[config.mk]
export PLATFORM = sky130hd
export DESIGN_NAME = ramt_rec_mem
export DESIGN_NICKNAME = d
export VERILOG_FILES = /design/src/hw/rtl/ramt_pkg.sv /design/src/hw/rtl/ramt_rec_mem.sv
export SDC_FILE = /design/constraint.sdc
export NUM_CORES = 2
export LEC_CHECK = 0
export BUFFER_PORTS_ARGS = -buffer_cell sky130_fd_sc_hd__buf_2
export CAP_MARGIN = 40
export CORE_UTILIZATION = 65
export CTS_CLUSTER_DIAMETER = 120
export DETAILED_ROUTE_END_ITERATION = 16
export PLACE_DENSITY = 0.79
export SKIP_LAST_GASP = 1
export SLEW_MARGIN = 0
export SYNTH_ARGS = -nofsm -noshare
export SYNTH_HDL_FRONTEND = slang
export SYNTH_SLANG_ARGS = --single-unit
[constraint.sdc]
create_clock -name clk -period 4.3 [get_ports clk]
set_clock_uncertainty 0.05 [all_clocks]
set_input_delay 0.86 -clock clk [delete_from_list [all_inputs] [get_ports clk]]
set_output_delay 0.86 -clock clk [all_outputs]
set_load 0.02 [all_outputs]
[src/hw/rtl/ramt_pkg.sv]
`timescale 1ns / 1ps

package ramt_pkg;

    // default sizing
    localparam int DEF_MAX_ELEMENTS = 4096;
    localparam int DEF_BLOCK_SIZE   = 64;

    // fixed field widths
    localparam int VAL_W   = 31;
    localparam int CNT_W   = 13;
    localparam int START_W = 12;
    localparam int CFG_IDX_W = 2;

    // reset values of the configuration registers
    localparam int RST_ELEMENT_COUNT = 4096;
    localparam logic [VAL_W-1:0] RST_INITIAL_VALUE = 31'h7FFF_FFFF;

    // register indexes
    localparam logic [CFG_IDX_W-1:0] REG_ELEMENT_COUNT = 2'd0;
    localparam logic [CFG_IDX_W-1:0] REG_INITIAL_VALUE = 2'd1;

    // item modes
    localparam logic MODE_ASSIGN = 1'b0;
    localparam logic MODE_QUERY  = 1'b1;

    // one block record
    typedef struct packed {
        logic [VAL_W-1:0] min_val;
        logic [VAL_W-1:0] pend_val;
        logic             pend;
    } rec_t;

    typedef enum logic [2:0] {
        ST_IDLE,
        ST_SCAN,
        ST_REC_EV,
        ST_WALK,
        ST_REC_WB,
        ST_FINISH
    } state_t;

endpackage

[src/hw/rtl/ramt_rec_mem.sv]
`timescale 1ns / 1ps

module ramt_rec_mem #(
    parameter int NUM_BLOCKS = 64,
    parameter int BW = 6
) (
    input  logic                  clk,
    input  logic                  rst_n,
    input  logic                  clr,
    input  logic                  rd_en,
    input  logic [BW-1:0]         rd_addr,
    output ramt_pkg::rec_t        rd_data,
    output logic                  rd_valid,
    input  logic                  wr_en,
    input  logic [BW-1:0]         wr_addr,
    input  ramt_pkg::rec_t        wr_data
);

    ramt_pkg::rec_t          mem [NUM_BLOCKS];
    logic [NUM_BLOCKS-1:0]   valid_reg;
    ramt_pkg::rec_t          rd_data_reg;
    logic                    rd_valid_reg;

    // record storage
    always_ff @(posedge clk)
    begin
        if (wr_en)
        begin
            mem[wr_addr] <= wr_data;
        end
        if (rd_en)
        begin
            rd_data_reg <= mem[rd_addr];
        end
    end

    // per-entry valid bits, a cleared entry reads as pending at the initial value
    always_ff @(posedge clk or negedge rst_n)
    begin
        if (!rst_n)
        begin
            valid_reg    <= '0;
            rd_valid_reg <= 1'b0;
        end
        else
        begin
            if (clr)
            begin
                valid_reg <= '0;
            end
            else if (wr_en)
            begin
                valid_reg[wr_addr] <= 1'b1;
            end
            if (rd_en)
            begin
                rd_valid_reg <= valid_reg[rd_addr] & ~clr;
            end
        end
    end

    assign rd_data  = rd_data_reg;
    assign rd_valid = rd_valid_reg;

endmodule

=== After elaboration in Yosys (flattened, before gate mapping) ===
Memory sizes are Yosys's and may differ from the RTL's. A register that Yosys moved wholly into a read port is not among the register bits.
Index checks and enable logic that the tools add are counted.

* Memories: 1
* Output and inout bits: 64
* Register bits after elaboration: 65
* Memory bits (writable): 4032
* Bits of input ports: 80

* Reductions and logical operators: 2
* Magnitude comparators: 3
* Bitwise logic cells: 3
* Mux-type cells: 8

{| class="wikitable"
|+ Memories
! memory !! depth !! bits a word !! read ports !! clocked after Yosys merged registers in !! wr ports !! line !! source
|-
| mem || 64 || 63 || 1 || 1 || 1 || ramt_rec_mem.sv:19 || <nowiki>ramt_pkg::rec_t mem [NUM_BLOCKS];</nowiki>
|}

{| class="wikitable"
|+ Operators by type and width
! operator !! number
|-
| two-way mux 64 bit || 2
|-
| bitwise OR 64 bit || 1
|-
| < comparator 6 x 7 -> 1 bit (second input constant) || 2
|-
| binary-select mux 1 bit (select 6 bit) || 1
|-
| demux 1 bit (select 6 bit) || 1
|-
| greater-or-equal comparator 6 x 1 -> 1 bit (second input constant) || 1
|-
| two-way mux 1 bit || 4
|-
| nonzero test 2 bit || 1
|-
| AND 1 bit || 1
|-
| logical AND 1 bit || 1
|-
| NOT 1 bit || 1
|}

=== Logic depth before layout (Yosys ltp) ===
* Word-level depth: 7
* Mapped depth: 10

=== Worst setup path after synthesis ===
OpenSTA, ideal clock, no wires.

* Path type: input port to flip-flop
* From: input port wr_addr[5]
* To: memory mem[48][0] (netlist name) (enable)
* Data required time: 3.607 ns
* Slack: -3.910 ns
* Stages on the path: 4
* Library setup time: 0.643 ns
* Buffers on the path: 1
* Arrival time: 7.517 ns
* Cell sequence: clkbuf_1 nand3_1 or2_2 nor4_1

{| class="wikitable"
|+ RTL lines
! item !! line !! source
|-
| start: declaration || ramt_rec_mem.sv:15 || <nowiki>input logic [BW-1:0] wr_addr,</nowiki>
|-
| end: declaration || ramt_rec_mem.sv:19 ||
|}

Straight into the memory's write port.

==> run summary <==
For this run, the leading register cell type out of synthesis is sky130_fd_sc_hd__edfxtp_1. The clock passes through at most 4 buffers. The wire length reported by the detailed router came out at 479.9 mm. Setup repair after global routing left no endpoint under its margin.

After detailed routing, the number of remaining DRC violations is 0. The worst hold path begins at wr_data[15]. The post-synthesis cell area is 0.1573 mm^2.

For this run, the register share of the synthesized area comes to 0.7919. The vias per cell came out at 7.779. The multi-input gate area in the final layout came out at 0.03169 mm^2. The initial antenna violation count was 32.

From synthesis to final layout, the design area changed by 13.75%. In this run the worst hold path is classified as in -> reg. The number of failing hold endpoints at the final stage came out at 0. The clock period could shrink to 2.978 ns. STA classifies the critical path endpoint as a flop. Clock-pin slew was measured on the worst setup and hold paths at 0.06 ns. The number of non-filler instances in the completed layout came out at 10,500. The run finished with clean final reports. The number of design-rule violations left by the first detailed-router iteration came out at 14,480. The critical path startpoint category is a primary input. The async set-or-reset flop fraction in the synthesized netlist came out at 0.01563. The number of global-route vias before repair came to 83,390. The flip-flop count of the largest register, all copies and words added is 4,032. TritonCTS built the clock tree. Yosys printed 0 warnings.

The area taken by flip-flops and latches came out at 0.1246 mm^2. The count of final setup violators is 0. The latest clock arrival within the worst-skew pair is 1.03 ns. The post-route clock period utilization is 0.6927. The data arrival time of the critical path came out at 3.62 ns. The cell count after placement came out at 9,746. The starting density of the core is 0.6541. The net count of the finished layout is 7,074.

At the pin with the least slew margin, the transition time is 1.047 ns. The critical path is of the in -> reg type. The number of distinct library cell variants in the gate-level netlist after synthesis is 35. The worst setup slack after placement is 0.4291 ns. The final instance area came out at 0.1790 mm^2. Counting the fill cells in the layout gives 11,500.

The floorplan row count came out at 180. The first-pass iteration count of the detailed router came out at 6. The total routing usage reported by global routing is 0.3993. The count of flip-flops with a built-in enable after synthesis came out at 4,095. The maximum level of the CTS H-tree came out at 5.

The buffer count from post-CTS setup fixing came out at 0. sky130_fd_sc_hd__edfxtp_1 is the most common cell in the netlist. In this run, synthesis produced a sequential element count of 4,160. The slowest stage of the critical path belongs to the cell sky130_fd_sc_hd__mux4_2. The number of cells on the worst hold path is 1. The area of the core region came out at 0.2405 mm^2. Traced cell by cell, the critical path runs through buf_12 > buf_12 > mux4_2 > mux4_2 > o22ai_1 > a21oi_1. The final-report max-slew violation count is 0. The largest driver fanout on the critical path came out at 58.

Pin placement for this block handled 144 I/O pins. The smallest setup slack after layout came out at 1.322 ns. The global-route wire length before repair came out at 656.9 mm. The tree is rooted in a sky130_fd_sc_hd__clkbuf_16. The mean cell area of the mapped netlist is 24.45 um^2. Summed over all nets, the half-perimeter wirelength after detailed placement is 220.7 mm. The net count after synthesis came out at 6,515. The placed standard-cell area came out at 0.1659 mm^2.

The end of the worst register-to-register path is rd_data[53]$_DFFE_PP_. The routed wirelength normalized by instance count is 45.73 um. In this design, the stage delay of the slowest critical-path cell is 0.58 ns. The overflow left after global routing came out at 0.

The destination of the worst hold path is mem[60][15]$_DFFE_PP_. The number of input and output port buffers inserted is 143. The maximum resistive drop on vdd came out at 614.9 uV.

In this run the remaining antenna-violating nets after routing total 0. The worst slew margin relative to its limit came out at 0.3019. Synthesis produced 6,435 cells. At the end of routability-driven placement, the weighted congestion stood at 0.8098. The pin count of the biggest net entering global routing came out at 66. The layout cell share with drive strength beyond 1 is 0.3213.

Sorting the synthesized cells by area gives the leading types as sky130_fd_sc_hd__edfxtp_1 (78%), sky130_fd_sc_hd__mux4_2 (17%), sky130_fd_sc_hd__dfrtp_1 (1.0%). The x dimension of the die came out at 494.0 um. The tool flagged a number of max-cap violations equal to 0. The cell count of the worst reg-to-reg path is 4. After routing, the total negative slack on setup checks comes to 0 ns. The synthesized design spends more area on one cell type than any other, namely sky130_fd_sc_hd__edfxtp_1. The share of synthesized area in the top cell type comes to 0.7816.

The commonest cells after synthesis are sky130_fd_sc_hd__edfxtp_1 (4,095), sky130_fd_sc_hd__mux4_2 (1,173), sky130_fd_sc_hd__nor2_1 (233). For this design the ratio of total power to cell area is 469.4 mW/mm^2. The startpoint identified for the worst register-to-register timing path is mem[53][53]$_DFFE_PP_. The number of vias after detailed routing is 81,640. The total CTS buffers is 400. The register-to-register setup slack is 1.86 ns. The chip height is 494.0 um. The leakage power total is 56.16 nW.

The count of clock tree sinks is 4,160. The total die area came out at 0.2440 mm^2. The post-route worst hold slack came out at 0.02833 ns. The timing-limited maximum frequency came out at 335.7 MHz. At the worst endpoint, the required time is 4.94 ns.
## kinds of logic after synthesis
logic type,count (synthesis),synth area share
compound gates,307,0.01303
flops,4160,0.7919
buf+inv,349,0.01016
simple gates,318,0.008445
mux,1301,0.1765
## final cells by class
| type | count | share of cell area |
|---|---|---|
| Clock buffer | 492 | 0.05903 |
| Antenna cell | 18 | 0.0002517 |
| Clock inverter | 208 | 0.01052 |
| Tap cell | 3185 | 0.02227 |
| Timing Repair Buffer | 504 | 0.03463 |
| Multi-Input combinational cell | 1926 | 0.1771 |
| Sequential cell | 4160 | 0.6962 |
| Inverter | 2 | 0.00004195 |
## placed cells by master, fill, tap and decap left out, types with 45 or more instances in the layout
cell | Yosys | layout
sky130_fd_sc_hd__dfrtp_1 | 65 | 65
sky130_fd_sc_hd__nor2_1 | 233 | 172
sky130_fd_sc_hd__nor2_4 | 0 | 60
sky130_fd_sc_hd__buf_2 | 125 | 137
sky130_fd_sc_hd__mux4_2 | 1173 | 1173
sky130_fd_sc_hd__mux2i_1 | 75 | 75
sky130_fd_sc_hd__buf_4 | 21 | 145
sky130_fd_sc_hd__buf_12 | 0 | 209
sky130_fd_sc_hd__clkinv_1 | 0 | 82
sky130_fd_sc_hd__mux2_2 | 53 | 53
sky130_fd_sc_hd__clkbuf_1 | 171 | 79
sky130_fd_sc_hd__o221ai_1 | 45 | 45
sky130_fd_sc_hd__clkbuf_16 | 0 | 407
sky130_fd_sc_hd__o22ai_1 | 125 | 125
sky130_fd_sc_hd__edfxtp_1 | 4095 | 4095
sky130_fd_sc_hd__clkinv_2 | 0 | 63
sky130_fd_sc_hd__a21oi_1 | 70 | 70
## worst max path at each step
stage               start                    end  slack, ns
2_1_floorplan  wr_addr[5]   mem[39][0]$_DFFE_PP_      -0.61
3_3_place_gp   rd_addr[2]  rd_data[29]$_DFFE_PP_       0.47
3_5_place_dp   rd_addr[0]  rd_data[53]$_DFFE_PP_       0.43
4_1_cts        rd_addr[0]  rd_data[13]$_DFFE_PP_       1.45
5_1_grt        rd_addr[0]  rd_data[26]$_DFFE_PP_       1.29
6_report       rd_addr[0]  rd_data[53]$_DFFE_PP_       1.32
## routing by layer
| metal | part of all wire | GRT usage |
|---|---|---|
| met1 | 0.30 | 0.5016 |
| met2 | 0.48 | 0.6278 |
| met3 | 0.15 | 0.1038 |
| met4 | 0.078 | 0.2560 |
| met5 | 0.00044 | 0 |
## report_power, final
group | switching [mW] | internal (mW)
clock | 15.4 | 19.3
sequential | 0.180 | 44.9
combinational | 2.56 | 1.68
total | 18.1 | 65.9
## critical path, delay by kind of cell
family,cells,cell delay (ns)
mux,2,1.10
compound gates,2,0.66
buf+inv,2,0.78
## what timing repair did
item | 4_1_cts | 5_1_grt
hold buffers | 1 | 0
resized for setup | 0 | 0
endpoints found under the hold margin | 65 | 0
## metrics by stage
| stage | util | power [mW] |
|---|---|---|
| final | 0.7440 | 84.00 |
| after global routing | 0.7439 | 85.40 |
| after CTS | 0.7414 | 83.88 |
| after detailed placement | 0.6896 | 49.84 |
| after global placement | 0.6875 | 49.63 |
| after floorplan | - | 48.09 |
Note: power is estimated with default switching activity, not from simulation.
