**config.mk**
```make
export PLATFORM = sky130hd
export DESIGN_NAME = ramt_ctrl
export DESIGN_NICKNAME = d
export VERILOG_FILES = /design/src/hw/rtl/ramt_pkg.sv /design/src/hw/rtl/ramt_ctrl.sv
export SDC_FILE = /design/constraint.sdc
export NUM_CORES = 1
export LEC_CHECK = 0
export ABC_AREA = 0
export BUFFER_PORTS_ARGS = -buffer_cell sky130_fd_sc_hd__buf_2
export CORE_MARGIN = 1.5
export CORE_UTILIZATION = 25
export DETAILED_ROUTE_END_ITERATION = 16
export SLEW_MARGIN = 15
export SYNTH_ARGS = -nofsm -noshare
export SYNTH_HDL_FRONTEND = slang
export SYNTH_SLANG_ARGS = --single-unit
```
**constraint.sdc**
```tcl
create_clock -name clk -period 8.9 [get_ports clk]
set_clock_uncertainty 0.05 [all_clocks]
set_input_delay 1.78 -clock clk [delete_from_list [all_inputs] [get_ports clk]]
set_output_delay 1.78 -clock clk [all_outputs]
set_load 0.1 [all_outputs]
```
**src/hw/rtl/ramt_pkg.sv**
```systemverilog
`timescale 1ns / 1ps

package ramt_pkg;

    // default sizing
    localparam int DEF_MAX_ELEMENTS = 4096;
    localparam int DEF_BLOCK_SIZE   = 64;

    // fixed field widths
    localparam int VAL_W   = 31;
    localparam int CNT_W   = 13;
    localparam int START_W = 12;
    localparam int CFG_IDX_W = 2;

    // reset values of the configuration registers
    localparam int RST_ELEMENT_COUNT = 4096;
    localparam logic [VAL_W-1:0] RST_INITIAL_VALUE = 31'h7FFF_FFFF;

    // register indexes
    localparam logic [CFG_IDX_W-1:0] REG_ELEMENT_COUNT = 2'd0;
    localparam logic [CFG_IDX_W-1:0] REG_INITIAL_VALUE = 2'd1;

    // item modes
    localparam logic MODE_ASSIGN = 1'b0;
    localparam logic MODE_QUERY  = 1'b1;

    // one block record
    typedef struct packed {
        logic [VAL_W-1:0] min_val;
        logic [VAL_W-1:0] pend_val;
        logic             pend;
    } rec_t;

    typedef enum logic [2:0] {
        ST_IDLE,
        ST_SCAN,
        ST_REC_EV,
        ST_WALK,
        ST_REC_WB,
        ST_FINISH
    } state_t;

endpackage

```
**src/hw/rtl/ramt_ctrl.sv**
```systemverilog
`timescale 1ns / 1ps

module ramt_ctrl #(
    parameter int MAX_ELEMENTS = 4096,
    parameter int BLOCK_SIZE = 64,
    parameter int NUM_BLOCKS = 64,
    parameter int BW = 6,
    parameter int AW = 12,
    parameter int PW = 14,
    parameter int STORE_LEN = 4096
) (
    input  logic                            clk,
    input  logic                            rst_n,
    // input channel
    input  logic                            in_valid,
    output logic                            in_ready,
    input  logic                            mode,
    input  logic [ramt_pkg::START_W-1:0]    range_start,
    input  logic [ramt_pkg::CNT_W-1:0]      range_end,
    input  logic [ramt_pkg::VAL_W-1:0]      new_value,
    // output channel
    output logic                            out_valid,
    input  logic                            out_ready,
    output logic [ramt_pkg::VAL_W-1:0]      range_min,
    // configuration
    input  logic                            cfg_we,
    input  logic [ramt_pkg::CFG_IDX_W-1:0]  cfg_index,
    input  logic [ramt_pkg::VAL_W-1:0]      cfg_data,
    output logic                            rec_clr,
    // block record memory
    output logic                            rec_rd_en,
    output logic [BW-1:0]                   rec_rd_addr,
    input  ramt_pkg::rec_t                  rec_rd_data,
    input  logic                            rec_rd_valid,
    output logic                            rec_wr_en,
    output logic [BW-1:0]                   rec_wr_addr,
    output ramt_pkg::rec_t                  rec_wr_data,
    // element memory
    output logic                            el_rd_en,
    output logic [AW-1:0]                   el_rd_addr,
    input  logic [ramt_pkg::VAL_W-1:0]      el_rd_data,
    output logic                            el_wr_en,
    output logic [AW-1:0]                   el_wr_addr,
    output logic [ramt_pkg::VAL_W-1:0]      el_wr_data
);

    localparam int JW = $clog2(BLOCK_SIZE + 1);
    localparam int RST_CNT = (MAX_ELEMENTS < ramt_pkg::RST_ELEMENT_COUNT) ?
                             MAX_ELEMENTS : ramt_pkg::RST_ELEMENT_COUNT;

    ramt_pkg::state_t state_reg, state_next;

    logic                            mode_reg, mode_next;
    logic [PW-1:0]                   s_reg, s_next;
    logic [PW-1:0]                   tc_reg, tc_next;
    logic [ramt_pkg::VAL_W-1:0]      x_reg, x_next;
    logic [BW-1:0]                   b_reg, b_next;
    logic [PW-1:0]                   l_reg, l_next;
    logic [JW-1:0]                   j_reg, j_next;
    logic                            p_v_reg, p_v_next;
    logic [PW-1:0]                   p_g_reg, p_g_next;
    logic [ramt_pkg::VAL_W-1:0]      m_reg, m_next;
    logic [ramt_pkg::VAL_W-1:0]      res_reg, res_next;
    logic                            out_valid_reg, out_valid_next;
    logic [ramt_pkg::VAL_W-1:0]      range_min_reg, range_min_next;
    logic [ramt_pkg::CNT_W-1:0]      count_reg, count_next;
    logic [ramt_pkg::VAL_W-1:0]      init_reg, init_next;

    logic                            in_beat;
    logic [ramt_pkg::CNT_W-1:0]      end_clamped;
    logic [PW-1:0]                   r_cur;
    logic                            full_blk;
    logic                            last_blk;
    logic                            out_free;
    ramt_pkg::rec_t                  rec_cur;
    logic [ramt_pkg::VAL_W-1:0]      el_val;
    logic                            el_in_range;
    logic [PW-1:0]                   walk_addr;

    assign in_ready   = (state_reg == ramt_pkg::ST_IDLE);
    assign in_beat    = in_valid & in_ready;
    assign out_valid  = out_valid_reg;
    assign range_min  = range_min_reg;
    assign rec_clr    = cfg_we & ((cfg_index == ramt_pkg::REG_ELEMENT_COUNT) ||
                                  (cfg_index == ramt_pkg::REG_INITIAL_VALUE));

    // block geometry of the current block
    assign end_clamped = (range_end > count_reg) ? count_reg : range_end;
    assign r_cur       = l_reg + PW'(BLOCK_SIZE);
    assign full_blk    = (s_reg <= l_reg) && (r_cur <= tc_reg);
    assign last_blk    = (b_reg == BW'(NUM_BLOCKS - 1)) || (r_cur >= tc_reg);
    assign out_free    = ~out_valid_reg | out_ready;

    // a record never written reads as pending at the initial value
    always_comb
    begin
        if (rec_rd_valid)
        begin
            rec_cur = rec_rd_data;
        end
        else
        begin
            rec_cur.min_val  = init_reg;
            rec_cur.pend_val = init_reg;
            rec_cur.pend     = 1'b1;
        end
    end

    // element walk values
    assign walk_addr   = l_reg + PW'(j_reg);
    assign el_in_range = (p_g_reg >= s_reg) && (p_g_reg < tc_reg);
    always_comb
    begin
        el_val = rec_cur.pend ? rec_cur.pend_val : el_rd_data;
        if ((mode_reg == ramt_pkg::MODE_ASSIGN) && el_in_range)
        begin
            el_val = x_reg;
        end
    end

    // next state
    always_comb
    begin
        state_next = state_reg;
        case (state_reg)
            ramt_pkg::ST_IDLE:
            begin
                if (in_beat)
                begin
                    if (PW'(range_start) < PW'(end_clamped))
                    begin
                        state_next = ramt_pkg::ST_SCAN;
                    end
                    else
                    begin
                        state_next = ramt_pkg::ST_FINISH;
                    end
                end
            end
            ramt_pkg::ST_SCAN:
            begin
                if (l_reg >= tc_reg)
                begin
                    state_next = ramt_pkg::ST_FINISH;
                end
                else if (r_cur > s_reg)
                begin
                    state_next = ramt_pkg::ST_REC_EV;
                end
            end
            ramt_pkg::ST_REC_EV:
            begin
                if (!full_blk)
                begin
                    state_next = ramt_pkg::ST_WALK;
                end
                else if (last_blk)
                begin
                    state_next = ramt_pkg::ST_FINISH;
                end
            end
            ramt_pkg::ST_WALK:
            begin
                if (j_reg == JW'(BLOCK_SIZE))
                begin
                    state_next = ramt_pkg::ST_REC_WB;
                end
            end
            ramt_pkg::ST_REC_WB:
            begin
                if (last_blk)
                begin
                    state_next = ramt_pkg::ST_FINISH;
                end
                else
                begin
                    state_next = ramt_pkg::ST_REC_EV;
                end
            end
            ramt_pkg::ST_FINISH:
            begin
                if ((mode_reg == ramt_pkg::MODE_ASSIGN) || out_free)
                begin
                    state_next = ramt_pkg::ST_IDLE;
                end
            end
            default:
            begin
                state_next = ramt_pkg::ST_IDLE;
            end
        endcase
    end

    // datapath and memory requests
    always_comb
    begin
        mode_next      = mode_reg;
        s_next         = s_reg;
        tc_next        = tc_reg;
        x_next         = x_reg;
        b_next         = b_reg;
        l_next         = l_reg;
        j_next         = j_reg;
        p_v_next       = 1'b0;
        p_g_next       = p_g_reg;
        m_next         = m_reg;
        res_next       = res_reg;
        out_valid_next = out_valid_reg;
        range_min_next = range_min_reg;
        count_next     = count_reg;
        init_next      = init_reg;

        rec_rd_en   = 1'b0;
        rec_rd_addr = b_reg;
        rec_wr_en   = 1'b0;
        rec_wr_addr = b_reg;
        rec_wr_data = rec_cur;
        el_rd_en    = 1'b0;
        el_rd_addr  = walk_addr[AW-1:0];
        el_wr_en    = 1'b0;
        el_wr_addr  = p_g_reg[AW-1:0];
        el_wr_data  = el_val;

        // result register drains independently
        if (out_valid_reg && out_ready)
        begin
            out_valid_next = 1'b0;
        end

        // configuration writes
        if (cfg_we)
        begin
            if (cfg_index == ramt_pkg::REG_ELEMENT_COUNT)
            begin
                if (32'(cfg_data[ramt_pkg::CNT_W-1:0]) > 32'(MAX_ELEMENTS))
                begin
                    count_next = ramt_pkg::CNT_W'(MAX_ELEMENTS);
                end
                else
                begin
                    count_next = cfg_data[ramt_pkg::CNT_W-1:0];
                end
            end
            else if (cfg_index == ramt_pkg::REG_INITIAL_VALUE)
            begin
                init_next = cfg_data;
            end
        end

        case (state_reg)
            ramt_pkg::ST_IDLE:
            begin
                if (in_beat)
                begin
                    mode_next = mode;
                    s_next    = PW'(range_start);
                    tc_next   = PW'(end_clamped);
                    x_next    = new_value;
                    b_next    = '0;
                    l_next    = '0;
                    res_next  = init_reg;
                end
            end
            ramt_pkg::ST_SCAN:
            begin
                // skip blocks wholly before the range, else fetch the record
                if (l_reg < tc_reg)
                begin
                    if (r_cur <= s_reg)
                    begin
                        b_next = b_reg + BW'(1);
                        l_next = r_cur;
                    end
                    else
                    begin
                        rec_rd_en = 1'b1;
                    end
                end
            end
            ramt_pkg::ST_REC_EV:
            begin
                if (full_blk)
                begin
                    // covered block handled through its record
                    if (mode_reg == ramt_pkg::MODE_ASSIGN)
                    begin
                        rec_wr_en            = 1'b1;
                        rec_wr_data.min_val  = x_reg;
                        rec_wr_data.pend_val = x_reg;
                        rec_wr_data.pend     = 1'b1;
                    end
                    else if (rec_cur.min_val < res_reg)
                    begin
                        res_next = rec_cur.min_val;
                    end
                    if (!last_blk)
                    begin
                        b_next      = b_reg + BW'(1);
                        l_next      = r_cur;
                        rec_rd_en   = 1'b1;
                        rec_rd_addr = b_reg + BW'(1);
                    end
                end
                else
                begin
                    j_next = '0;
                    m_next = init_reg;
                end
            end
            ramt_pkg::ST_WALK:
            begin
                // issue the next element read
                if (j_reg != JW'(BLOCK_SIZE))
                begin
                    el_rd_en = 1'b1;
                    p_v_next = 1'b1;
                    p_g_next = walk_addr;
                    j_next   = j_reg + JW'(1);
                end
                // process the element read last cycle
                if (p_v_reg)
                begin
                    el_wr_en = (mode_reg == ramt_pkg::MODE_ASSIGN) | rec_cur.pend;
                    if ((mode_reg == ramt_pkg::MODE_ASSIGN) && (el_val < m_reg))
                    begin
                        m_next = el_val;
                    end
                    if ((mode_reg == ramt_pkg::MODE_QUERY) && el_in_range &&
                        (el_val < res_reg))
                    begin
                        res_next = el_val;
                    end
                end
            end
            ramt_pkg::ST_REC_WB:
            begin
                // partial block is flushed, assign refreshes its minimum
                rec_wr_en        = 1'b1;
                rec_wr_data.pend = 1'b0;
                if (mode_reg == ramt_pkg::MODE_ASSIGN)
                begin
                    rec_wr_data.min_val = m_reg;
                end
                if (!last_blk)
                begin
                    b_next      = b_reg + BW'(1);
                    l_next      = r_cur;
                    rec_rd_en   = 1'b1;
                    rec_rd_addr = b_reg + BW'(1);
                end
            end
            ramt_pkg::ST_FINISH:
            begin
                if ((mode_reg == ramt_pkg::MODE_QUERY) && out_free)
                begin
                    out_valid_next = 1'b1;
                    range_min_next = res_reg;
                end
            end
            default:
            begin
            end
        endcase
    end

    // control registers
    always_ff @(posedge clk or negedge rst_n)
    begin
        if (!rst_n)
        begin
            state_reg     <= ramt_pkg::ST_IDLE;
            out_valid_reg <= 1'b0;
            p_v_reg       <= 1'b0;
            count_reg     <= ramt_pkg::CNT_W'(RST_CNT);
            init_reg      <= ramt_pkg::RST_INITIAL_VALUE;
        end
        else
        begin
            state_reg     <= state_next;
            out_valid_reg <= out_valid_next;
            p_v_reg       <= p_v_next;
            count_reg     <= count_next;
            init_reg      <= init_next;
        end
    end

    // payload registers
    always_ff @(posedge clk)
    begin
        mode_reg      <= mode_next;
        s_reg         <= s_next;
        tc_reg        <= tc_next;
        x_reg         <= x_next;
        b_reg         <= b_next;
        l_reg         <= l_next;
        j_reg         <= j_next;
        p_g_reg       <= p_g_next;
        m_reg         <= m_next;
        res_reg       <= res_next;
        range_min_reg <= range_min_next;
    end

    // a result never exceeds the initial value
    assert property (@(posedge clk) disable iff (!rst_n)
        out_valid_reg |-> (range_min_reg <= init_reg))
        else $error("range_min above initial value");

    // record read and write never hit the same entry in one cycle
    assert property (@(posedge clk) disable iff (!rst_n)
        (rec_rd_en && rec_wr_en) |-> (rec_rd_addr != rec_wr_addr))
        else $error("record read and write collide");

    // element writes stay inside the store
    assert property (@(posedge clk) disable iff (!rst_n)
        el_wr_en |-> (p_g_reg < PW'(STORE_LEN)))
        else $error("element write out of store");

    // the walk starts with an empty read pipeline
    assert property (@(posedge clk) disable iff (!rst_n)
        (state_reg == ramt_pkg::ST_REC_EV) |=> !p_v_reg)
        else $error("stale element in walk pipeline");

endmodule

```
=== After elaboration in Yosys (flattened, before gate mapping) ===
Index checks and enable logic that the tools add are counted.
Widths: inputs -> output; s select.

* $add $sub $neg: 4
* Magnitude comparators: 15
* Equality and inequality tests: 24
* Mux-type cells: 63
* Bitwise logic cells: 7
* Reductions and logical operators: 27

{| class="wikitable"
|+ Operators with widths
! cell !! number
|-
| $mux 31 || 13
|-
| $mux 63 || 3
|-
| $pmux 31 s2 || 2
|-
| $lt 31x31->1 || 3
|-
| $pmux 31 s3 || 1
|-
| $mux 14 || 5
|-
| $pmux 14 s4 || 1
|-
| $mux 6 || 5
|-
| $ge 14x13->1 || 2
|-
| $lt 14x13->1 || 2
|-
| $mux 3 || 9
|-
| $mux 13 || 2
|-
| $ne 2x2->1 const B || 12
|-
| $pmux 6 s4 || 1
|-
| $pmux 3 s6 || 1
|-
| $add 14x7->14 || 1
|-
| $add 14x7->14 const B || 1
|-
| $ge 14x12->1 || 1
|-
| $gt 14x12->1 || 1
|-
| $le 12x14->1 || 1
|-
| $le 14x12->1 || 1
|-
| $le 14x13->1 || 1
|-
| $mux 7 || 2
|-
| $pmux 7 s2 || 1
|-
| 33 further kinds || 68
|}

* Register bits after elaboration: 240
* Input bits: 190
* Output and inout bits: 168
* Word-level logic and storage cells: 156

=== Longest topological paths before layout ===
Gate-level depths: netlist (run 1).

* Depth after elaboration: 9
* Mapped depth: 19
* Depth with buffers taken out: 18

=== Worst setup path after synthesis (run 1) ===
Ideal clock, no wire load.

* Kind: input-to-reg
* Start: input rec_rd_valid
* End: register res_reg[0] (netlist name) (enable)
* Library setup time: 467 ps
* Arrival: 7826 ps
* Data required time: 8383 ps
* Slack: 557 ps
* Cell stages on the path: 16
* Path buffers: 3
* Path through: clkbuf_1 -> clkbuf_1 -> clkbuf_1 -> nor2_1 -> a21oi_1 -> mux2i_1 -> inv_1 -> ha_1 -> a21oi_1 -> o21ai_0 -> a221oi_1 -> nor2_1 -> or4b_2 -> o31ai_1 -> o211ai_1 -> a211oi_1

* Word-level cells in the longest chain between the ends: 7
* Elaborated cells on any way between the ends: 9
* Those cells by class: 2 x order compare; 2 x eq/ne; 3 x mux; 2 x reduce/logical

{| class="wikitable"
|+ RTL lines
! item !! line !! text
|-
| start: declaration || ramt_ctrl.sv:34 || <nowiki>input logic rec_rd_valid,</nowiki>
|-
| $mux 63 || ramt_ctrl.sv:97 || <nowiki>if (rec_rd_valid)</nowiki>
|-
| $mux 31 || ramt_ctrl.sv:114 || <nowiki>el_val = rec_cur.pend ? rec_cur.pend_val : el_rd_data;</nowiki>
|-
| $mux 31 || ramt_ctrl.sv:115 || <nowiki>if ((mode_reg == ramt_pkg::MODE_ASSIGN) && el_in_range)</nowiki>
|-
| net el_wr_data, one bit || ramt_ctrl.sv:44 || <nowiki>output logic [ramt_pkg::VAL_W-1:0] el_wr_data</nowiki>
|-
| $lt 31x31->1 || ramt_ctrl.sv:329 || <nowiki>(el_val < res_reg))</nowiki>
|-
| $logic_and 1x1->1 || ramt_ctrl.sv:328 || <nowiki>if ((mode_reg == ramt_pkg::MODE_QUERY) && el_in_range &&</nowiki>
|-
| $ne 2x2->1 (no source line) || n/a ||
|-
| $reduce_and 7->1 (no source line) || n/a ||
|-
| end signal: assignment || ramt_ctrl.sv:399 || <nowiki>res_reg <= res_next;</nowiki>
|-
| end: declaration || ramt_ctrl.sv:63 || <nowiki>logic [ramt_pkg::VAL_W-1:0] res_reg, res_next;</nowiki>
|}

The timed path passes the listed nets, and every way through them passes these cells.
A chain may end at the register's enable or synchronous reset.

==> results of run 1 <==
==> layout by cell type (no fill, tap or decap), types with 35 or more instances in the layout <==
cell type and n:
clkbuf_16 37, nor2_1 83, mux2i_1 76, inv_1 189, a21o_1 48, mux2_2 35, edfxtp_1 185, o21ai_0 172
nor2b_1 45, nand2_1 179, a21oi_1 178, buf_2 356, ha_1 170
==> metrics by stage <==
| stage | setup slack (ns) | util (%) | area, sq um | hold WS (ns) | std cells |
|---|---|---|---|---|---|
| final | 1.991 | 30.80 | 20720 | 0.3953 | 3017 |
| after global routing | 1.608 | 30.78 | 20710 | 0.4104 | 3013 |
| after CTS | 1.940 | 30.77 | 20700 | 0.3951 | 3009 |
| after detailed placement | 1.841 | 29.03 | 19530 | 0.3838 | 2948 |
| after global placement | 1.892 | 29.03 | 19530 | 0.3812 | 2948 |
| after floorplan | 0.5569 | - | 17040 | 0.3764 | 1815 |
==> where the power goes <==
group          switching, W  internal, W  leakage, nW
registers          0.000334      0.00163         2.26
clock network      0.000542     0.000898        0.574
logic               0.00365      0.00108         6.67
==> layer usage <==
layer | vias to the layer above | GRT usage, %
met5 | - | 0
met4 | 2 | 6.881
met3 | 109 | 3.290
met2 | 562 | 28.92
met1 | 6996 | 25.10
li1 | 7164 | -
==> worst max-delay path, delay by kind of cell, from the launching register on <==
family	cells	cell delay, ns
buffers and inverters	3	1.24
adders and majority gates	1	0.36
DFF	1	0.57
AOI/OAI and AO/OA	3	0.59
xor gates and xnor gates	1	0.18
and+or+nand+nor	7	1.55
==> layout make-up <==
class	count	area [sq um]
repair buffers	378	1947
multi-input cells	1274	8957
inverters	189	709.4
fillers	7076	46560
clock buffers	47	993.5
flip-flops and latches	234	6823
clock inverters	14	177.7
well taps	873	1092
diodes	8	20.02
==> kinds of logic after synthesis <==
logic type	share of synthesized area, %
xor gates and xnor gates	1.182
AOI/OAI and AO/OA	19.68
buffers and inverters	7.674
muxes	6.778
adders and majority gates	12.48
DFF	40.04
and+or+nand+nor	12.17
==> how the worst max path moves through the flow <==
stage	from	to	depth (start not counted)
finish	l_reg[8]	rec_wr_data[3]	15
global route	l_reg[8]	rec_wr_data[3]	15
detailed placement	rec_rd_data[0]	res_reg[24]	14
global placement	rec_rd_data[0]	res_reg[24]	14
CTS	l_reg[8]	rec_wr_data[3]	15
floorplan	rec_rd_valid	res_reg[0]	16
==> metrics.md, run 1 <==
| Metric | Value |
|---|---|
| Status | `finished clean` |
| Synth cell types | `65` |
| Top FF cell, synth | `edfxtp_1` |
| RSZ-0062 raised after global routing | `no` |
| Crit path required time | `7.07 ns` |
| # rows | `95` |
| Crit path time final | `6.909 ns` |
| Mapped cell area | `17040 sq um` |
| Post-cts hold buffer count | `0` |
| Share of cells above drive strength 1 | `25.80%` |
| Antenna viol nets, final | `0` |
| Yosys top cell area share | `32.60%` |
| R2R depth | `19` |
| Largest net degree at the start of global routing | `69` |
| Core Area | `67280 sq um` |
| Final slew viol count | `0` |
| Post-CTS setup buffer count | `0` |
| Routed wire length | `65.43 mm` |
| Slowest-stage cell, CP | `edfxtp_1` |
| Vias in the first global route | `14.45k` |
| Async S/R FF share, synth | `20.94%` |
| DRT iter0 DRCs | `1181` |
| Syn avg cell area | `9.388 sq um` |
| Clk slew on worst S/H paths | `0.06 ns` |
| Die Wd | `264.1 um` |
| Drc violations | `0` |
| Power density cells | `393.1 nW/um^2` |
| WS Path Type | `reg -> out` |
| Vias per inst | `4.916` |
| Drt pass-1 iters | `5` |
| Met2 Routed Length | `29.42 mm` |
| Top Ports | `358` |
| Flop-to-flop setup slack | `2.25 ns` |
| Peak Freq | `144.7 MHz` |
| Max stage delay on crit path | `0.57 ns` |
| Critical Path Fanout Max | `65` |
| CTS resizes | `0` |
| Startpoint types | `flop` |
| Setup TNS Final | `0 ns` |
| CTS Sinks | `234` |
| IO buf count | `357` |
| Commonest cells post-synth | `189 x inv_1, 185 x edfxtp_1, 181 x nand2_1` |
| Mapped Cells | `1815` |
| Max rail drop VDD | `0.2514 mV` |
| Clk root buf | `clkbuf_16` |
| Worst Hold Path Cells | `0` |
| Final nets | `2471` |
| Max clock buf depth | `3` |
| Initial antenna violation count | `14` |
| First-pass GRT wire length | `95.25 mm` |
| Actual slew at the worst max-slew pin | `1.122 ns` |
| CTS tree | `done` |
| WL met3 | `4.366 mm` |
| Top post-synthesis cells by area | `edfxtp_1 33%, ha_1 12%, a21oi_1 5.2%` |
| Number of H-tree levels | `2` |
| CTS buffer count | `34` |
| Initial core utilization | `25.33%` |
| Die Ht | `264.1 um` |
| Cell with the most instances after synthesis | `inv_1` |
| Final-report hold violation count | `0` |
| Final HPWL DP | `49.83 mm` |
| Hold Path Class | `reg -> reg` |
| Relative slew margins | `25.22%` |
| Top Layer Used | `met5` |
| Power Total | `0.008146 W` |
| R2r startpoint | `p_g_reg[7]` |
| CP cell instances | `and4_1, nand2_1, xnor2_1, ha_1, nand3_1, or4_1, o211a_1, a211o_1, or2_4, buf_4, nor2_4, buf_4, nand2_1, o21ai_0, buf_2` |
| Critical Path AT | `5.08 ns` |
| Syn Nets | `2175` |
| Register area share after synthesis | `40.04%` |
| Max-cap check violation count | `0` |
| Routed WL per cell | `21.69 um` |
| Worst Hold Path EP | `range_min[18]` |
| # setup viols final | `0` |
| Number of flops mapped to enable cells by yosys | `185` |
| Die ar. | `69730 sq um` |
| Via count | `14.83k` |
| #FFs+latches synth | `234` |
| Min-delay src | `res_reg[18]` |
| GRT Total Usage | `18.40%` |
| Endpoint class of the critical path | `output pin` |
| Static leakage | `9.512 nW` |
| Area delta synth->final | `21.60%` |
| GR Overflow Total | `0` |
| Synth area leader | `edfxtp_1` |
| R2r endpoint | `res_reg[27]` |
| Clock latency on the worst-skew pair | `0.54 ns` |
| Final period util | `77.63%` |
| Synth Warn # | `0` |
| RePlAce Congestion | `0.9009` |
| DRT met1 WL | `29.39 mm` |
(Power assumes the default switching activity.)
==> run 2, diff against run 1 <==
- clock period: 8.9 -> 6.3 ns (I/O delays scaled with it)
==> metrics.md, run 2 (same netlist as run 1, synthesis figures left out) <==
| Metric | Value |
|---|---|
| Max stage delay on crit path | `0.52 ns` |
| Switching share of power | `55.53%` |
| Switch Pwr | `0.006489 W` |
| Setup WS pre-CTS | `0.4179 ns` |
| Die ar. | `69730 sq um` |
| Die Ht | `264.1 um` |
| Power density cells | `550.3 nW/um^2` |
| Routed wire length | `67.09 mm` |
| Commonest non-fill, non-tap cell in the layout | `buf_2` |
| Area delta synth->final | `24.64%` |
| Clk root buf | `clkbuf_16` |
| WS Path Type | `reg -> out` |
| Internal power | `0.005196 W` |
| Top Ports | `358` |
| Reg area | `6823 sq um` |
| R2R depth | `18` |
| Endpoint class of the critical path | `output pin` |
| Drc violations | `0` |
| Worst setup margin | `0.2298 ns` |
| CP dominant cell by count | `nand2_1` |
| Critical Path AT | `4.76 ns` |
| CTS buffer count | `31` |
| Vias in the first global route | `14.66k` |
| Via count | `14.97k` |
| Die Wd | `264.1 um` |
| Fill cells | `6989` |
| Worst Hold Path Cells | `0` |
| Clock power share | `16.5%` |
| Final period util | `96.35%` |
| Final nets | `2482` |
| Vias per inst | `4.954` |
| CTS tree | `done` |
| Final-report hold violation count | `0` |
| Setup TNS Final | `0 ns` |
| Peak Freq | `164.7 MHz` |
| # setup viols final | `0` |
| Clock latency on the worst-skew pair | `0.58 ns` |
| Seq pwr share | `23.7%` |
| CP cell instances | `and4_1, nand2_1, xnor2_1, ha_1, nand3_1, or4_1, o211a_1, a211o_1, or2_4, nor2_4, buf_8, nand2_1, o21ai_0, buf_12` |
| Slowest-stage cell, CP | `edfxtp_1` |
| Antenna viol nets, final | `0` |
| Relative slew margins | `25.62%` |
| # rows | `95` |
| Crit path required time | `4.99 ns` |
| Static leakage | `9.701 nW` |
| Share of cells above drive strength 1 | `26.33%` |
| First-pass GRT wire length | `97.04 mm` |
| Initial antenna violation count | `9` |
| Max-cap check violation count | `0` |
| Multi-input logic area | `8967 sq um` |
| GR Overflow Total | `0` |
| Actual slew at the worst max-slew pin | `1.112 ns` |
| Final HPWL DP | `50.81 mm` |
| Commonest non-fill, non-tap cells in the layout | `325 x buf_2, 189 x inv_1, 185 x edfxtp_1, 179 x nand2_1, 178 x a21oi_1` |
| RSZ-0062 raised after global routing | `no` |
| IO buf count | `357` |
| Post-route cell area | `21240 sq um` |
| Max clock buf depth | `3` |
| Status | `finished clean` |
| Area post-placement | `20090 sq um` |
| Drt pass-1 iters | `5` |
| Comb pwr share | `59.8%` |
| Final slew viol count | `0` |
| Max rail drop VDD | `0.3972 mV` |
| Hold Path Class | `reg -> reg` |
| CTS Sinks | `234` |
| Startpoint types | `flop` |
| Core Area | `67280 sq um` |
| Power Total | `0.01169 W` |
| Largest net degree at the start of global routing | `58` |
| Critical Path Fanout Max | `34` |
| Clk slew on worst S/H paths | `0.06 ns` |
| Crit path time final | `6.070 ns` |
| GRT Total Usage | `18.63%` |
| RePlAce Congestion | `0.8935` |
| Number of H-tree levels | `1` |
| DRT iter0 DRCs | `1153` |
| Initial core utilization | `25.33%` |
| Routed WL per cell | `22.21 um` |
| Post-cts hold buffer count | `0` |
==> run 2: cell count changes in the layout (fill, tap and decap cells not counted), sizes merged <==
cell	previous run	this run
or2	5	7
diode	8	2
clkinvlp	1	2
bufinv	4	6
clkinv	8	12
buf	378	390
clkbuf	47	36
==> run 2: layer usage <==
| layer | vias up | global-route usage, % | routed length [um] |
|---|---|---|---|
| met5 | - | 0 | 22 |
| met3 | 85 | 3.701 | 5134 |
| li1 | 7154 | - | - |
| met2 | 592 | 30.41 | 30700 |
| met4 | 4 | 5.607 | 1879 |
| met1 | 7132 | 24.76 | 29350 |
==> run 2: power by group through the flow <==
stage | Sequential [W] | Clock, W | Combinational [W]
after floorplan | 0.00284 | 0 | 0.00510
after global placement | 0.00280 | 0 | 0.00686
after detailed placement | 0.00280 | 0 | 0.00689
after CTS | 0.00277 | 0.00197 | 0.00697
after global routing | 0.00283 | 0.00203 | 0.00745
final | 0.00277 | 0.00192 | 0.00699
==> run 2: path summary, 6_finish.rpt <==
check / start / end / slack [ns]
worst max-delay path: l_reg[9] / rec_wr_data[2] / 0.23
worst min-delay path: res_reg[26] / range_min[26] / 0.40
worst max register to register: p_g_reg[7] / res_reg[10] / 0.65
worst min register to register: res_reg[26] / range_min[26] / 0.40
max in group asynchronous: rst_n / state_reg[0] / 4.84
min in group asynchronous: rst_n / p_v_reg / 0.82
==> run 2: critical path, delay by kind of cell, from the launching register on <==
family                     cells  cell delay [ns]
buffers and inverters          2             0.51
adders and majority gates      1             0.35
AOI/OAI and AO/OA              3             0.88
xor gates and xnor gates       1             0.17
DFF                            1             0.52
and+or+nand+nor                7             1.71
==> run 2: per-stage QoR <==
step | cells | utilization [%] | hold slack (ns)
after detailed placement | 2957 | 29.87 | 0.3857
after global routing | 3019 | 31.56 | 0.3988
after global placement | 2957 | 29.87 | 0.3817
after CTS | 3015 | 31.51 | 0.3975
after floorplan | 1815 | - | 0.3764
final | 3021 | 31.57 | 0.3993
==> run 2: layout make-up <==
class                   count  share of cell area, %
diodes                      2                0.02357
multi-input cells        1276                  42.23
repair buffers            390                  12.00
well taps                 873                  5.143
clock inverters            21                  1.261
clock buffers              36                  3.883
inverters                 189                  3.341
flip-flops and latches    234                  32.13
==> run 2: timing repair <==
item,4_1_cts,5_1_grt
cloned,1,1
pin swaps,0,1
endpoints found under the setup margin,1,43
setup buffers,0,3
gates resized for setup,1,2
==> run 3, diff against run 2 <==
- ABC_AREA: 0 -> unset
- PLACE_DENSITY: unset -> 0.5
==> metrics.md, run 3 (same netlist as run 1, synthesis figures left out) <==
| Metric | Value |
|---|---|
| Power density cells | `544.4 nW/um^2` |
| Status | `finished clean` |
| IO buf count | `357` |
| Drc violations | `0` |
| Final HPWL DP | `52.77 mm` |
| Max clock buf depth | `3` |
| Startpoint types | `flop` |
| CTS Sinks | `234` |
| Number of H-tree levels | `1` |
| Die Ht | `264.1 um` |
| Clk slew on worst S/H paths | `0.06 ns` |
| Slowest-stage cell, CP | `edfxtp_1` |
| First-pass GRT wire length | `99.30 mm` |
| Clock latency on the worst-skew pair | `0.59 ns` |
| R2R depth | `19` |
| Routed wire length | `67.81 mm` |
| Max stage delay on crit path | `0.55 ns` |
| Area post-placement | `20100 sq um` |
| Setup TNS Final | `0 ns` |
| Final std cells w/o fill | `3019` |
| Commonest non-fill, non-tap cells in the layout | `313 x buf_2, 189 x inv_1, 185 x edfxtp_1, 179 x nand2_1, 178 x a21oi_1` |
| Share of cells above drive strength 1 | `25.80%` |
| Crit path required time | `4.99 ns` |
| Relative slew margins | `33.92%` |
| Vias in the first global route | `15.13k` |
| Final-report hold violation count | `0` |
| CTS buffer count | `31` |
| CTS tree | `done` |
| GR Overflow Total | `0` |
| Final nets | `2479` |
| Core Area | `67280 sq um` |
| Worst Path Buf+Inv | `2` |
| Crit path max-delay family | `simple AND/OR/NAND/NOR gates` |
| Initial antenna violation count | `2` |
| Placed Cells | `2959` |
| Die ar. | `69730 sq um` |
| CP dominant cell by count | `nand2_1` |
| Clk root buf | `clkbuf_16` |
| Post-route cell area | `21140 sq um` |
| Final hold slack | `0.3977 ns` |
| RSZ-0062 raised after global routing | `no` |
| Max-cap check violation count | `0` |
| GRT Total Usage | `18.99%` |
| Peak Freq | `163.5 MHz` |
| Critical Path AT | `4.81 ns` |
| Initial core utilization | `25.33%` |
| Die Wd | `264.1 um` |
| RePlAce Congestion | `0.8744` |
| Worst Hold Path Cells | `0` |
| Endpoint class of the critical path | `output pin` |
| Static leakage | `9.647 nW` |
| Crit path time final | `6.117 ns` |
| DRT iter0 DRCs | `1080` |
| Routed WL per cell | `22.46 um` |
| Power Total | `0.01151 W` |
| # rows | `95` |
| # setup viols final | `0` |
| Top Ports | `358` |
| Commonest non-fill, non-tap cell in the layout | `buf_2` |
| Hold Path Class | `reg -> reg` |
| Vias per inst | `4.924` |
| Max rail drop VDD | `0.4514 mV` |
| WP depth | `14` |
| WS Path Type | `reg -> out` |
| Final period util | `97.09%` |
| Antenna viol nets, final | `0` |
| CP cell instances | `and4_1, nand2_1, xnor2_1, ha_1, nand3_1, or4_1, o211a_1, a211o_1, or2_4, buf_4, nand2_1, o211ai_2, o221ai_1, buf_2` |
| Critical Path Fanout Max | `35` |
| Final slew viol count | `0` |
| Actual slew at the worst max-slew pin | `0.9912 ns` |
| Largest net degree at the start of global routing | `67` |
| Drt pass-1 iters | `5` |
| Area delta synth->final | `24.09%` |
| Via count | `14.87k` |
-- run 3: cell count changes in the layout (fill, tap and decap cells not counted), moves of 2 or more --
cell        delta
clkinvlp_4     -2
clkbuf_4      +11
bufinv_16      -5
buf_2         -12
clkbuf_8       +4
clkinv_2       -5
clkbuf_1       +9
-- run 3: per-stage QoR --
stage	worst slack [ns]	util [%]
2_1_floorplan	0.01342	-
3_3_place_gp	0.6376	29.88
3_5_place_dp	0.5256	29.88
4_1_cts	0.1451	31.36
5_1_grt	0.006491	31.42
6_report	0.1835	31.43
-- run 3: what timing repair did --
item	CTS	global route
hold buffers	0	0
endpoints found under the setup margin	0	14
resized for setup	0	16
buffers inserted	0	0
-- run 3: report_power, final --
part | internal, W | switching, W
registers | 0.00231 | 0.000468
clock network | 0.00105 | 0.000717
logic | 0.00172 | 0.00525
-- run 3: area by class of cell --
cell class,instances,area [sq um]
Clock buffer,50,938.4
Clock inverter,7,60.06
Fill cell,7016,46130
Inverter,189,709.4
Tap cell,873,1092
Timing Repair Buffer,389,2554
Sequential cell,234,6823
Multi-Input combinational cell,1274,8959
Antenna cell,3,7.507
-- run 3: worst paths after layout --
kind / from / end / slack [ns]
min: res_reg[25] / range_min[25] / 0.40
min in group asynchronous: rst_n / out_valid / 0.80
max in group asynchronous: rst_n / count_reg[11] / 4.87
max: l_reg[8] / rec_wr_data[56] / 0.18
max reg2reg: p_g_reg[9] / res_reg[5] / 0.55
min reg2reg: res_reg[25] / range_min[25] / 0.40
-- run 3: worst register-to-register path, stage by stage, from the launching register on --
cell	delay [ns]
edfxtp_1	0.44
ha_1	0.34
nand4_1	0.10
nor4_1	0.39
nand2_1	0.09
o21ai_0	0.37
nand3b_1	0.21
buf_12	0.25
mux2i_1	0.34
inv_1	0.16
ha_1	0.34
a21oi_1	0.15
o21ai_0	0.13
a221oi_1	0.35
nor2_1	0.08
or4b_2	0.64
o31ai_1	0.25
o211ai_1	0.18
a211oi_4	0.21
buf_4	0.36
-- run 3: metal layers --
metal,GRT usage [%],vias to the layer above,routed length (um)
met5,0,-,0
met4,5.328,0,1895
met3,3.579,81,3898
met2,31.03,517,31250
met1,25.48,7119,30760
li1,-,7150,-
